==> config.mk <==
export PLATFORM = sky130hd
export DESIGN_NAME = slc_front
export DESIGN_NICKNAME = d
export VERILOG_FILES = /design/src/rtl/slc_pkg.sv /design/src/rtl/slc_front.sv
export SDC_FILE = /design/constraint.sdc
export NUM_CORES = 1
export LEC_CHECK = 0
export BUFFER_PORTS_ARGS = -buffer_cell sky130_fd_sc_hd__buf_2
export CAP_MARGIN = 30
export CORE_UTILIZATION = 30
export DETAILED_ROUTE_END_ITERATION = 7
export PLACE_DENSITY = 0.6
export SYNTH_ARGS = -nofsm -noshare
export SYNTH_HDL_FRONTEND = slang
export SYNTH_SLANG_ARGS = --single-unit
==> constraint.sdc <==
create_clock -name vclk -period 3.9
set_input_delay 0.78 -clock vclk [all_inputs]
set_output_delay 0.78 -clock vclk [all_outputs]
set_load 0.02 [all_outputs]
==> src/rtl/slc_pkg.sv <==
package slc_pkg;

    // Configuration register indexes
    localparam int CFG_IDX_W  = 2;
    localparam int CFG_DATA_W = 4;
    localparam logic [CFG_IDX_W-1:0] CFG_WAYS_IN_USE      = 2'd0;
    localparam logic [CFG_IDX_W-1:0] CFG_BLOCK_BYTES_LOG2 = 2'd1;
    localparam logic [CFG_IDX_W-1:0] CFG_SET_COUNT_LOG2   = 2'd2;

    localparam logic [3:0] WAYS_RESET      = 4'd1;
    localparam logic [2:0] BLOCK_LOG2_RESET = 3'd2;
    localparam logic [3:0] SETS_LOG2_RESET  = 4'd9;

    // Way count compare width: holds up to 31
    localparam int WCNT_W = 5;

    localparam int AGE_W = 8;
    localparam logic [AGE_W-1:0] AGE_MAX = 8'hFF;

    localparam int QUEUE_DEPTH = 2;

    typedef struct packed {
        logic [3:0] ways_in_use;
        logic [2:0] block_bytes_log2;
        logic [3:0] set_count_log2;
    } cfg_t;

    typedef struct packed {
        logic full;
        logic empty;
    } q_stat_t;

    typedef enum logic [2:0] {
        ST_CLEAR = 3'b001,
        ST_READ  = 3'b010,
        ST_EVAL  = 3'b100
    } back_state_t;

    // Index width with a floor of one bit
    function automatic int idx_width(input int n);
        int w;
        w = $clog2(n);
        return (w < 1) ? 1 : w;
    endfunction

endpackage

==> src/rtl/slc_front.sv <==
module slc_front #(
    parameter int ADDR_BITS = 32,
    parameter int MAX_SETS  = 512,
    parameter int SET_W     = 9,
    parameter int TAG_W     = 32
) (
    input  logic                   req_valid,
    output logic                   req_stall,
    input  logic [31:0]            address,
    input  slc_pkg::cfg_t          cfg,
    input  slc_pkg::q_stat_t       q_stat,
    input  logic                   back_ready,
    output logic                   push,
    output logic [SET_W+TAG_W-1:0] entry
);
    import slc_pkg::*;

    localparam int EA_W     = (ADDR_BITS < 32) ? ADDR_BITS : 32;
    localparam int XW       = (EA_W > SET_W) ? EA_W : SET_W;
    localparam int SLOG_MAX = $clog2(MAX_SETS + 1) - 1;

    logic [3:0]    slog_eff;
    logic [XW-1:0] ea_x;
    logic [XW-1:0] blk;
    logic [XW-1:0] set_mask;
    logic [SET_W-1:0] set_idx;
    logic [TAG_W-1:0] tag;

    always_comb
    begin
        slog_eff = cfg.set_count_log2;
        if (cfg.set_count_log2 > 4'(SLOG_MAX))
        begin
            slog_eff = 4'(SLOG_MAX);
        end
        ea_x     = XW'(address[EA_W-1:0]);
        blk      = ea_x >> cfg.block_bytes_log2;
        set_mask = (XW'(1) << slog_eff) - XW'(1);
        set_idx  = SET_W'(blk & set_mask);
        tag      = TAG_W'(blk >> slog_eff);
    end

    assign req_stall = q_stat.full || !back_ready;
    assign push      = req_valid && !req_stall;
    assign entry     = {set_idx, tag};

endmodule

==> flow_summary.toml <==
[floorplan]
die_h_um = 96.5
dieWidth_um = 96.5
core_area_um2 = 8680
ios = 90
start_util_pct = 30.9
die_area_um2 = 9310
rows = 34

[drt]
wl_um = 8520
viasPerCell = 5.75
drtIter0Drc = 130
vias = 2981
ant_nets = 0
drt_pass1_iterations = 5
drc = 0
avgRoutedWirePerCell_um = 16.4

[global_routing]
grt_usage_pct = 18.4
grt_antenna_before_repair = 0
grt_pass1_vias = 2795
grt_max_degree = 30
grt_overflow_total = 0
grt_pass1_wl_um = 13800

[cells_and_area]
syn_to_final_growth_pct = 23.9
multi_input_area_um2 = 2470
final_cell_mix = "buf_2, nor2_1, mux2i_1, buf_4, a21oi_1"
design_area_um2 = 3320
final_common_cell = "buf_2"
drive_gt1_share_pct = 41.5
layout.nets = 460
clkbuf_count = 0
fillers = 916
register_area_um2 = 0
antenna_cells = 0
n_sequential_cell = 0

[setup_path]
timing_worst_setup_path_type = "in -> out"
cp.arrival_ps = 3020
critPathLaunchType = "input pin"
critPathRequiredTime_ps = 3120
end_kind = "output pin"
cp_max_fo = 8

[clock_tree]
ctsHoldBuffers = 0
postCtsSetupBuffers = 0
postCtsResizedCells = 0

[yosys]
synthesis.nets = 373
postSynthCellCount = 325
synth_cell_types = 45
synth_compound_area_share_pct = 20.0
synth_top_family_by_area = "multiplexers"
synthAdderAreaFrac_pct = 0.467
synth_area_um2 = 2680
syn_area_per_cell_um2 = 8.24
synth_xor_area_share_pct = 0.327
synth_simple_gate_area_share_pct = 14.9
yosysWarnings = 0
seq_area_frac_synth_pct = 0
synthMuxAreaShare_pct = 56.1

[sta]
relSlewSlack_pct = 61.0
max_slew.worst_pin.slew_ps = 578
fmax_ghz = 0.263
rsz0062_at_grt = "no"
setup_tns_ps = 0
report.final.setup_viol = 0
finalHoldViolCount = 0
timing.final.crit_share_pct = 97.4
slew_violations = 0
period_needed_ps = 3800

[hold_path]
min-delay-path-class = "in -> out"

[flow_run]
maxCapViolCount = 0

[power_and_ir_drop]
p_per_area_nw_per_um2 = 186
p_leak_nw = 1.48
peakVddDrop_uv = 48.9
p_total_w = 0.000616

[status]
outcome = "complete, no violations"

[place]
gp_congestion = 0.917
portBuffers = 85
post_dp_cell_area_um2 = 3310
place_hpwl_um = 6910
synth_stat cells, types with 2 or more instances:
library cell  number  share of area (%)
mux2_2            17                7.1
buf_2              7                1.3
nor3_1             9                1.7
o21a_1             2               0.56
o21ai_0           10                1.9
mux2_1            13                5.5
a211oi_1           9                2.5
nor3b_1            2               0.56
o22ai_1            2               0.47
a21oi_1           24                4.5
clkinv_1           4               0.56
buf_6              4                1.7
buf_1              3               0.42
nand2_1           10                1.4
buf_4              4                1.1
inv_1              6               0.84
mux4_2            23                 19
mux4_1             2                2.0
or3_1              3               0.70
a221oi_1          14                4.6
nor2_1            52                7.3
a222oi_1           7                2.6
mux2_4             4                2.2
clkbuf_1          15                2.1
mux2i_1           52                 19
nor2b_1            3               0.70
and2_1             2               0.47
o2bb2ai_1          2               0.65
nand3_1            4               0.75
cell type report:
type | count | share of cell area [%]
well taps | 108 | 4.07
repair buffers | 118 | 20.4
inverters | 11 | 1.24
multi-input cells | 281 | 74.3
kinds of logic (layout without fill, tap and decap cells):
kind of cell    count (synthesis)  count (layout)
fa+ha+maj                       1               1
buf+inv                        44             129
compound gates                 77              77
simple gates                   90              90
xor+xnor                        1               1
mux                           112             112
report_power, final:
part | switching [W] | internal (W) | total (W)
sequential | 0 | 0 | 0
clock | 0 | 0 | 0
combinational | 0.000353 | 0.000263 | 0.000616
total | 0.000353 | 0.000263 | 0.000616
per-layer routing:
| layer | vias up | GRT usage, % | routed length, um |
|---|---|---|---|
| li1 | 1439 | - | - |
| met5 | - | 0 | 0 |
| met2 | 132 | 29.4 | 3760 |
| met3 | 2 | 0.861 | 714 |
| met4 | 0 | 1.59 | 28 |
| met1 | 1408 | 28.1 | 4020 |
through the flow:
step	cells	worst slack [ps]	utilization (%)	hold WS (ps)
floorplan	325	290	-	1680
global placement	518	101	38.1	1840
detailed placement	518	52.6	38.1	1850
CTS	518	36.8	38.1	1850
global route	518	12.1	38.2	1900
finish	518	102	38.2	1850
worst max-delay path, cell delays in order:
cell,delay [ps]
buf_2,100
o21a_1,210
or2_1,350
buf_4,220
mux2_1,320
mux2i_1,270
mux2i_1,160
a221oi_1,380
buf_2,230
worst paths after layout:
| check | cells past startpoint | endpoint | start |
|---|---|---|---|
| min | 3 | req_stall | back_ready |
| max | 9 | entry[21] | cfg[2] |
No activity file was read; power rests on OpenSTA's default activity.
