===== config.mk =====
export PLATFORM = sky130hd
export DESIGN_NAME = slc_queue
export DESIGN_NICKNAME = d
export VERILOG_FILES = /design/src/rtl/slc_pkg.sv /design/src/rtl/slc_queue.sv
export SDC_FILE = /design/constraint.sdc
export NUM_CORES = 1
export LEC_CHECK = 0
export BUFFER_PORTS_ARGS = -buffer_cell sky130_fd_sc_hd__clkbuf_2
export CAP_MARGIN = 20
export CORE_ASPECT_RATIO = 1.1
export CORE_MARGIN = 10
export CORE_UTILIZATION = 56
export DETAILED_ROUTE_END_ITERATION = 7
export PLACE_DENSITY = 0.91
export SLEW_MARGIN = 10
export SYNTH_ARGS = -nofsm -noshare
export SYNTH_HDL_FRONTEND = slang
export SYNTH_SLANG_ARGS = --single-unit

===== constraint.sdc =====
create_clock -name clk -period 7.6 [get_ports clk]
set_input_delay 1.52 -clock clk [delete_from_list [all_inputs] [get_ports clk]]
set_output_delay 1.52 -clock clk [all_outputs]
set_load 0.03 [all_outputs]

===== src/rtl/slc_pkg.sv =====
package slc_pkg;

    // Configuration register indexes
    localparam int CFG_IDX_W  = 2;
    localparam int CFG_DATA_W = 4;
    localparam logic [CFG_IDX_W-1:0] CFG_WAYS_IN_USE      = 2'd0;
    localparam logic [CFG_IDX_W-1:0] CFG_BLOCK_BYTES_LOG2 = 2'd1;
    localparam logic [CFG_IDX_W-1:0] CFG_SET_COUNT_LOG2   = 2'd2;

    localparam logic [3:0] WAYS_RESET      = 4'd1;
    localparam logic [2:0] BLOCK_LOG2_RESET = 3'd2;
    localparam logic [3:0] SETS_LOG2_RESET  = 4'd9;

    // Way count compare width: holds up to 31
    localparam int WCNT_W = 5;

    localparam int AGE_W = 8;
    localparam logic [AGE_W-1:0] AGE_MAX = 8'hFF;

    localparam int QUEUE_DEPTH = 2;

    typedef struct packed {
        logic [3:0] ways_in_use;
        logic [2:0] block_bytes_log2;
        logic [3:0] set_count_log2;
    } cfg_t;

    typedef struct packed {
        logic full;
        logic empty;
    } q_stat_t;

    typedef enum logic [2:0] {
        ST_CLEAR = 3'b001,
        ST_READ  = 3'b010,
        ST_EVAL  = 3'b100
    } back_state_t;

    // Index width with a floor of one bit
    function automatic int idx_width(input int n);
        int w;
        w = $clog2(n);
        return (w < 1) ? 1 : w;
    endfunction

endpackage


===== src/rtl/slc_queue.sv =====
module slc_queue #(
    parameter int WIDTH = 41
) (
    input  logic             clk,
    input  logic             rst_n,
    input  logic             push,
    input  logic [WIDTH-1:0] push_data,
    input  logic             pop,
    output logic [WIDTH-1:0] head,
    output slc_pkg::q_stat_t stat
);
    import slc_pkg::*;

    localparam int PTR_W = idx_width(QUEUE_DEPTH);
    localparam int CNT_W = $clog2(QUEUE_DEPTH + 1);

    logic [WIDTH-1:0] entry_reg [QUEUE_DEPTH];
    logic [PTR_W-1:0] wr_ptr_reg, wr_ptr_next;
    logic [PTR_W-1:0] rd_ptr_reg, rd_ptr_next;
    logic [CNT_W-1:0] count_reg, count_next;

    function automatic logic [PTR_W-1:0] ptr_inc(input logic [PTR_W-1:0] p);
        return (p == PTR_W'(QUEUE_DEPTH - 1)) ? '0 : p + PTR_W'(1);
    endfunction

    always_comb
    begin
        wr_ptr_next = push ? ptr_inc(wr_ptr_reg) : wr_ptr_reg;
        rd_ptr_next = pop ? ptr_inc(rd_ptr_reg) : rd_ptr_reg;
        count_next  = count_reg;
        if (push && !pop)
        begin
            count_next = count_reg + CNT_W'(1);
        end
        else if (pop && !push)
        begin
            count_next = count_reg - CNT_W'(1);
        end
    end

    always_ff @(posedge clk or negedge rst_n)
    begin
        if (!rst_n)
        begin
            wr_ptr_reg <= '0;
            rd_ptr_reg <= '0;
            count_reg  <= '0;
        end
        else
        begin
            wr_ptr_reg <= wr_ptr_next;
            rd_ptr_reg <= rd_ptr_next;
            count_reg  <= count_next;
        end
    end

    always_ff @(posedge clk)
    begin
        if (push)
        begin
            entry_reg[wr_ptr_reg] <= push_data;
        end
    end

    assign head       = entry_reg[rd_ptr_reg];
    assign stat.full  = (count_reg == CNT_W'(QUEUE_DEPTH));
    assign stat.empty = (count_reg == '0);

endmodule


==> results.txt, run 1 <==
CP Capture Type: output pin
hpwl dp: 4.099 mm
area share of the largest cell type after synthesis: 73.54%
min cycle time layout: 3.582 ns
Netlist Area Pre-Place: 0.003348 mm²
Critical Path AT: 2.06 ns
largest net degree at the start of global routing: 42
wire length per cell: 17.69 µm
# DRC: 0
Final period util: 47.13%
max FFs per register: 82
Antenna Nets Post-Route: 0
P&R area growth vs syn: 19.92%
Synth Net Count: 190
maximum VDD drop: 0.2801 mV
GR Util All Layers: 12.14%
total wire length: 5.680 mm
Chip Height: 101.1 µm
Rel. slew slack: 34.79%
# hold bufs at CTS: 0
status: completed
Clock Skews: 0.006474 ns
Die X: 93.73 µm
CP Launch Type: flip-flop
Worst EP required: 6.08 ns
first-pass GRT wire length: 8.521 mm
starting density of the core: 57.67%
number of fill cells in the layout: 400
ant diodes: 0
nets@finish: 285
Hold Crit Class: reg -> reg
Peak Freq: 0.2792 GHz
GPL Wtd Cong: 0.7087
Min Hold Slack: 0.4870 ns
Root Buffer: clkbuf_8
Sum Neg Setup Slack: 0 ns
register area share after synthesis: 76.53%
Slew @ Worst Pin: 0.9781 ns
IO Pins: 88
Final setup violation count: 0
Num CTS Buffers: 9
DR iter-0 viols: 48
final count of hold timing violations: 0
Final Cell Area: 0.004015 mm²
final global-route overflow total: 0
met2 usage in global routing: 19.96%
Setup CP Type: reg -> out
Reg clk slew, reported paths: 0.07 ns
Syn. warnings: 0
Placed Area: 0.003834 mm²
Yosys cell types: 13
GR Util met1: 12.23%
LEAKAGE: 1.661 nW
Sequential Area: 0.002564 mm²
mux cell area share after synthesis: 18.16%
top post-synthesis cells by area: edfxtp_1, mux2_4, dfrtp_1
GR peak layer: met2
number of max-slew violations in the final report: 0
multi-input logic area: 699.4 µm²
DR vias: 1,581
FF+latch count, synth: 86
PortBufs: 87
clock sinks: 86
routing usage on met3: 5.514%
Mean Syn Cell Area: 23.25 µm²
vias in the first global route: 1,650
xor-xnor portion of the synthesized cell area: 1.308%
Post-CTS Resized: 0
worst-path fanout max: 29
drt pass-1 iters: 4
initial antenna violation count: 0
vias per cell: 4.925
placeable core area: 0.005806 mm²
layout cell share with drive strength beyond 1: 59.43%
Clock Latency Late Sink: 0.35 ns
post-synthesis simple-gate area fraction: 0.7848%
CTS HTree Levels: 3
reg2reg start: wr_ptr_reg$_DFFE_PN0P_
Synth area leader: edfxtp_1
CTS tree: yes
postcts setup bufs: 0
die area: 0.009476 mm²
total power: 1.587 mW
Worst Setup SP: rd_ptr_reg$_DFFE_PN0P_
Post-Syn Instances: 144
Synth Area in Compound Gates: 0%
RSZ-0062 raised after global routing: false
Worst Min Path Start: count_reg[1]$_DFFE_PN0P_
Longest Clk Path Bufs: 2
max cap viols: 0
row count: 29
Synth Area in Adders: 0.3737%
Power Dens Cells: 395.3 mW/mm²
largest family of logic cells by synthesized area: multiplexers
[power breakdown]
part | switching (mW) | internal, mW | total (mW) | leakage, nW
registers | 0.0476 | 0.632 | 0.679 | 0.815
clock network | 0.145 | 0.149 | 0.294 | 0.0884
logic | 0.368 | 0.246 | 0.614 | 0.757
[worst paths after layout]
path | end | slack, ns | cells past startpoint
setup reg to reg | entry_reg[1][4]$_DFFE_PP_ | 5.95 | 1
hold reg to reg | count_reg[1]$_DFFE_PN0P_ | 0.49 | 1
max in group asynchronous | rd_ptr_reg$_DFFE_PN0P_ | 6.50 | 1
hold / removal | count_reg[1]$_DFFE_PN0P_ | 0.49 | 1
min in group asynchronous | wr_ptr_reg$_DFFE_PN0P_ | 0.96 | 1
setup / recovery | head[36] | 4.02 | 3
[routing by layer]
metal	wire length (µm)	up-vias
li1	-	749
met5	0	-
met3	454	15
met1	2050	757
met4	152	0
met2	3023	60
[per-stage QoR]
stage	setup WS (ns)	instances	util (%)
global placement	4.398	304	65.56
detailed placement	4.365	305	66.03
floorplan	3.804	144	-
global route	3.903	321	69.16
CTS	3.970	321	69.16
finish	4.018	321	69.16
[worst max-delay path, cell delays in order (launching register included)]
cell and delay (ns):
dfrtp_2 0.61, buf_4 0.54, mux2_4 0.36, clkbuf_2 0.19
[cell usage in the layout (no fill, tap or decap), types with 2 or more instances in the layout]
master / netlist / final
edfxtp_1: 82 / 82
xor2_1: 4 / 4
mux2_4: 39 / 39
nor2_1: 2 / 2
clkinv_1: 0 / 2
clkbuf_1: 0 / 2
mux2_2: 2 / 2
clkbuf_8: 0 / 9
clkbuf_2: 0 / 87
dfrtp_1: 4 / 3
[cell type report]
cell class / count / area share [%]
inverter: 1 / 0.09349
clock buffer: 11 / 3.272
timing repair buffer: 89 / 11.72
sequential: 86 / 63.85
multi-input combinational: 52 / 17.42
clock inverter: 5 / 1.246
tap: 77 / 2.400
[cell families (layout without fill, tap and decap cells)]
group	after synthesis	in the layout
XOR/XNOR	5	5
adder cells (fa/ha/maj)	1	1
buffers and inverters	6	106
flip-flops	86	86
multiplexers	41	41
AND/OR/NAND/NOR	5	5
[cell usage after synthesis]
cell type,number
inv_1,1
and2_1,1
edfxtp_1,82
mux2_2,2
dfrtp_1,4
buf_6,1
mux2_4,39
ha_1,1
nor2_1,2
xnor2_1,1
nor2b_1,2
xor2_1,4
buf_12,4
Note: power is estimated with default switching activity, not from simulation.
==> inputs of run 2 (changes only) <==
--- a/config.mk
+++ b/config.mk
@@ -9,9 +9,9 @@
 export CAP_MARGIN = 20
 export CORE_ASPECT_RATIO = 1.1
 export CORE_MARGIN = 10
-export CORE_UTILIZATION = 56
+export CORE_UTILIZATION = 47
 export DETAILED_ROUTE_END_ITERATION = 7
-export PLACE_DENSITY = 0.91
+export PLACE_DENSITY = 0.82
 export SLEW_MARGIN = 10
 export SYNTH_ARGS = -nofsm -noshare
 export SYNTH_HDL_FRONTEND = slang
==> constraint.sdc (replaced) <==
create_clock -name clk -period 3.1 [get_ports clk]
set_input_delay 0.62 -clock clk [delete_from_list [all_inputs] [get_ports clk]]
set_output_delay 0.62 -clock clk [all_outputs]
set_load 0.03 [all_outputs]
==> run 2 against run 1 <==
- first-iteration DRC count decreased by 27%
- cell area increased by 1.1%
- setup slack got worse by 3.5 ns
- global-route usage decreased by 0.70 points
- critical path depth unchanged
- sequential power increased by 150%
- hold slack got worse by 0.40 ns
- final cell count increased by 2.8%
- count of clock-buffer cells in the layout increased by 2
- clock skew decreased by 0.0015 ns
- critical path type unchanged
- critical endpoint is now head[24]
- largest power group unchanged
- highest routed layer unchanged
==> results.txt, run 2 (same netlist as run 1, synthesis figures left out) <==
Clock Skews: 0.005001 ns
Setup CP Type: reg -> out
Clock Latency Late Sink: 0.33 ns
final core utilization: 58.28%
DR iter-0 viols: 35
number of max-slew violations in the final report: 0
# DRC: 0
P&R area growth vs syn: 21.26%
Reg clk slew, reported paths: 0.08 ns
LEAKAGE: 1.679 nW
RSZ-0062 raised after global routing: false
IO Pins: 88
Worst EP required: 2.48 ns
starting density of the core: 48.06%
CP Launch Type: flip-flop
total wire length: 6.113 mm
Placed Area: 0.003844 mm²
Die X: 100.5 µm
worst-path fanout max: 23
CTS tree: yes
ant diodes: 0
initial antenna violation count: 0
Peak Freq: 0.3810 GHz
Post-CTS Resized: 0
die area: 0.01090 mm²
Worst Setup SP: rd_ptr_reg$_DFFE_PN0P_
Final period util: 84.68%
reg2reg start: wr_ptr_reg$_DFFE_PN0P_
Rel. slew slack: 56.26%
commonest non-fill, non-tap cell in the layout: clkbuf_2
min cycle time layout: 2.625 ns
most frequent cells in the layout: clkbuf_2, edfxtp_1, mux2_4, clkbuf_8, xor2_1
Reg2Reg Depth: 2
wire length per cell: 18.52 µm
final global-route overflow total: 0
Longest Clk Path Bufs: 2
Final setup violation count: 0
worst path cell trace: buf_12 > mux2_2 > clkbuf_2
placeable core area: 0.006967 mm²
vias per cell: 4.852
Slew @ Worst Pin: 0.6561 ns
postcts setup bufs: 0
clock sinks: 86
Hold Crit Class: in -> async
Antenna Nets Post-Route: 0
Worst setup endpoint: head[24]
max FFs per register: 82
# hold bufs at CTS: 0
FF-to-FF setup slack: 1.42 ns
maximum VDD drop: 0.6729 mV
final count of hold timing violations: 0
first-pass GRT wire length: 9.625 mm
Power Dens Cells: 994.4 mW/mm²
nets@finish: 286
Final Cell Area: 0.004060 mm²
slowest CP cell: dfrtp_2
CP Capture Type: output pin
layout cell share with drive strength beyond 1: 60.00%
Num CTS Buffers: 9
CTS HTree Levels: 3
Crit Reg-Reg Endpoint: entry_reg[1][32]$_DFFE_PP_
Crit path largest cell delay: 0.80 ns
max cap viols: 0
Root Buffer: clkbuf_8
Sum Neg Setup Slack: 0 ns
Critical Path AT: 2.00 ns
Chip Height: 108.5 µm
DR vias: 1,601
GPL Wtd Cong: 0.6629
PortBufs: 87
status: completed
drt pass-1 iters: 4
row count: 32
largest net degree at the start of global routing: 42
vias in the first global route: 1,886
GR Util All Layers: 11.43%
[run 2: final cells by class]
cell class | count | area, µm²
Clock buffer | 13 | 148.9
Clock inverter | 3 | 67.56
Fill cell | 547 | 2907
Inverter | 1 | 3.754
Multi-Input combinational cell | 52 | 699.4
Sequential cell | 86 | 2564
Tap cell | 85 | 106.4
Timing Repair Buffer | 90 | 470.5
[run 2: worst min path at each step]
stage	startpoint	to	slack, ns
final	rst_n	wr_ptr_reg$_DFFE_PN0P_	0.09
after global routing	rst_n	count_reg[0]$_DFFE_PN0P_	0.07
after CTS	rst_n	wr_ptr_reg$_DFFE_PN0P_	0.08
after detailed placement	rst_n	count_reg[0]$_DFFE_PN0P_	0.44
after global placement	rst_n	count_reg[1]$_DFFE_PN0P_	0.44
after floorplan	rst_n	count_reg[0]$_DFFE_PN0P_	0.32
[run 2: metal layers]
layer	GRT usage [%]	up-vias	share of wire, %	routed length [µm]
li1	-	748	-	-
met1	13.30	777	41	2536
met2	17.37	68	47	2844
met3	5.999	8	11	660
met4	4.848	0	1.2	71
met5	0	-	0	0
[run 2: worst max-delay path: cells and delay by family (launching register included)]
kind     cells  cell delay [ns]
buf+inv      2             0.49
flops        1             0.80
mux          1             0.37
[run 2: report_power, final]
| group | switching [mW] | internal [mW] |
|---|---|---|
| clock network | 0.365 | 0.478 |
| logic | 0.898 | 0.609 |
| registers | 0.143 | 1.55 |
[run 2: stage by stage]
step	power [mW]	cells	hold slack, ns	worst slack, ns
after floorplan	2.939	144	0.3244	0.2037
after global placement	3.218	314	0.4436	0.8510
after detailed placement	3.244	314	0.4436	0.8293
after CTS	4.084	330	0.07861	0.4475
after global routing	4.222	330	0.07351	0.3700
final	4.037	330	0.08510	0.4751
==> inputs of run 3 (changes only) <==
--- a/config.mk
+++ b/config.mk
@@ -9,9 +9,9 @@
 export CAP_MARGIN = 20
 export CORE_ASPECT_RATIO = 1.1
 export CORE_MARGIN = 10
-export CORE_UTILIZATION = 47
+export CORE_UTILIZATION = 52
 export DETAILED_ROUTE_END_ITERATION = 7
-export PLACE_DENSITY = 0.82
+export PLACE_DENSITY = 0.86
 export SLEW_MARGIN = 10
 export SYNTH_ARGS = -nofsm -noshare
 export SYNTH_HDL_FRONTEND = slang
==> constraint.sdc (replaced) <==
create_clock -name clk -period 2.6 [get_ports clk]
set_input_delay 0.52 -clock clk [delete_from_list [all_inputs] [get_ports clk]]
set_output_delay 0.52 -clock clk [all_outputs]
set_load 0.03 [all_outputs]
==> run 3 against run 2 <==
- via count decreased by 1.1%
- global-route usage increased by 0.66 points
- core utilization increased by 7.7 points
- die area decreased by 7.8%
- count of clock-buffer cells in the layout decreased by 2
- combinational power increased by 22%
- final cell count decreased by 0.91%
- cell area increased by 1.2%
- first-iteration DRC count increased by 100%
- clock skew about the same
==> results.txt, run 3 (same netlist as run 1, synthesis figures left out) <==
status: completed
Clock Skews: 0.004873 ns
Chip Height: 104.2 µm
min cycle time layout: 2.278 ns
PortBufs: 87
number of fill cells in the layout: 445
Sequential Area: 0.002564 mm²
CP Launch Type: flip-flop
ant diodes: 0
DR vias: 1,583
reg2reg start: wr_ptr_reg$_DFFE_PN0P_
hpwl dp: 4.686 mm
Die X: 96.51 µm
Final setup violation count: 0
GR Util All Layers: 12.09%
Peak Freq: 0.4390 GHz
Slew @ Worst Pin: 0.5364 ns
# DRC: 0
Hold Crit Class: in -> reg
Num CTS Buffers: 9
first-pass GRT wire length: 8.976 mm
Rel. slew slack: 64.24%
final global-route overflow total: 0
row count: 30
Post-CTS Resized: 0
maximum VDD drop: 0.8332 mV
Finished Layout Cells: 327
placeable core area: 0.006231 mm²
Crit Reg-Reg Endpoint: entry_reg[0][36]$_DFFE_PP_
Clock Latency Late Sink: 0.33 ns
largest net degree at the start of global routing: 42
total wire length: 6.028 mm
vias per cell: 4.841
wire length per cell: 18.43 µm
Reg clk slew, reported paths: 0.08 ns
CTS tree: yes
initial antenna violation count: 0
die area: 0.01005 mm²
Antenna Nets Post-Route: 0
Root Buffer: clkbuf_8
FF-to-FF setup slack: 1.17 ns
final count of hold timing violations: 0
WHS Endpoint: entry_reg[0][2]$_DFFE_PP_
Worst Setup SP: rd_ptr_reg$_DFFE_PN0P_
commonest non-fill, non-tap cell in the layout: clkbuf_2
CTS HTree Levels: 3
postcts setup bufs: 0
P&R area growth vs syn: 22.72%
most frequent cells in the layout: clkbuf_2, edfxtp_1, mux2_4, clkbuf_8, xor2_1
Worst EP required: 2.08 ns
WHS Path Cells: 1
RSZ-0062 raised after global routing: false
drt pass-1 iters: 4
Worst Min Path Start: push_data[2]
Power Dens Cells: 1186 mW/mm²
clock sinks: 86
layout cell share with drive strength beyond 1: 59.51%
CP Capture Type: output pin
Final period util: 87.61%
starting density of the core: 53.73%
IO Pins: 88
LEAKAGE: 1.705 nW
max FFs per register: 82
nets@finish: 288
Reg2Reg Depth: 2
Worst Slack Setup Final: 0.3222 ns
worst slack, placed: 0.6561 ns
worst-path fanout max: 15
Longest Clk Path Bufs: 2
number of max-slew violations in the final report: 0
Sum Neg Setup Slack: 0 ns
Critical Path AT: 1.76 ns
DR iter-0 viols: 70
vias in the first global route: 1,674
Setup CP Type: reg -> out
max cap viols: 0
multi-input logic area: 699.4 µm²
placed insts: 310
GPL Wtd Cong: 0.7012
-- run 3: layout make-up --
type / instances / area share [%]
clock buffers: 11 / 3.197
clock inverters: 5 / 2.375
flip-flops and latches: 86 / 62.39
well taps: 80 / 2.436
repair buffers: 92 / 12.48
multi-input cells: 52 / 17.02
inverters: 1 / 0.09135
-- run 3: routing by layer --
layer / track usage [%] / wire length [µm] / up-vias / share of wire (%)
li1: - / - / 753 / -
met2: 21.29 / 3354 / 49 / 56
met4: 7.069 / 158 / 0 / 2.6
met1: 12.53 / 2141 / 766 / 36
met3: 2.527 / 375 / 15 / 6.2
met5: 0 / 0 / - / 0
-- run 3: how the worst max path moves through the flow --
stage	slack (ns)	cells past startpoint	to
global route	0.24	3	head[20]
floorplan	0.57	1	entry_reg[0][0]$_DFFE_PP_
CTS	0.29	3	head[0]
global placement	0.69	3	head[28]
detailed placement	0.66	3	head[0]
finish	0.32	3	head[23]
-- run 3: power breakdown --
part	internal, mW	switching [mW]	total (mW)	leakage, nW
logic	0.764	1.08	1.84	0.777
registers	1.84	0.154	2.00	0.815
clock network	0.633	0.406	1.04	0.113
total	3.24	1.63	4.88	1.71
-- run 3: worst max-delay path, stage by stage (launching register included) --
cell and delay, ns:
dfrtp_2 0.68, buf_12 0.23, mux2_4 0.31, clkbuf_2 0.19
-- run 3: stage by stage --
stage                     util, %  cell area, µm²  power (mW)  hold slack [ns]
after floorplan                 -            3351       3.502           0.2244
after global routing        65.94            4109       5.089           0.3541
final                       65.94            4109       4.875           0.3765
after CTS                   65.94            4109       4.946           0.3574
after global placement      62.11            3870       3.861           0.3422
after detailed placement    62.11            3870       3.908           0.3417
-- run 3: timing repair --
action,in CTS,in global routing
endpoints found under the hold margin,4,0
setup endpoints to repair,0,0
hold buffers,1,0
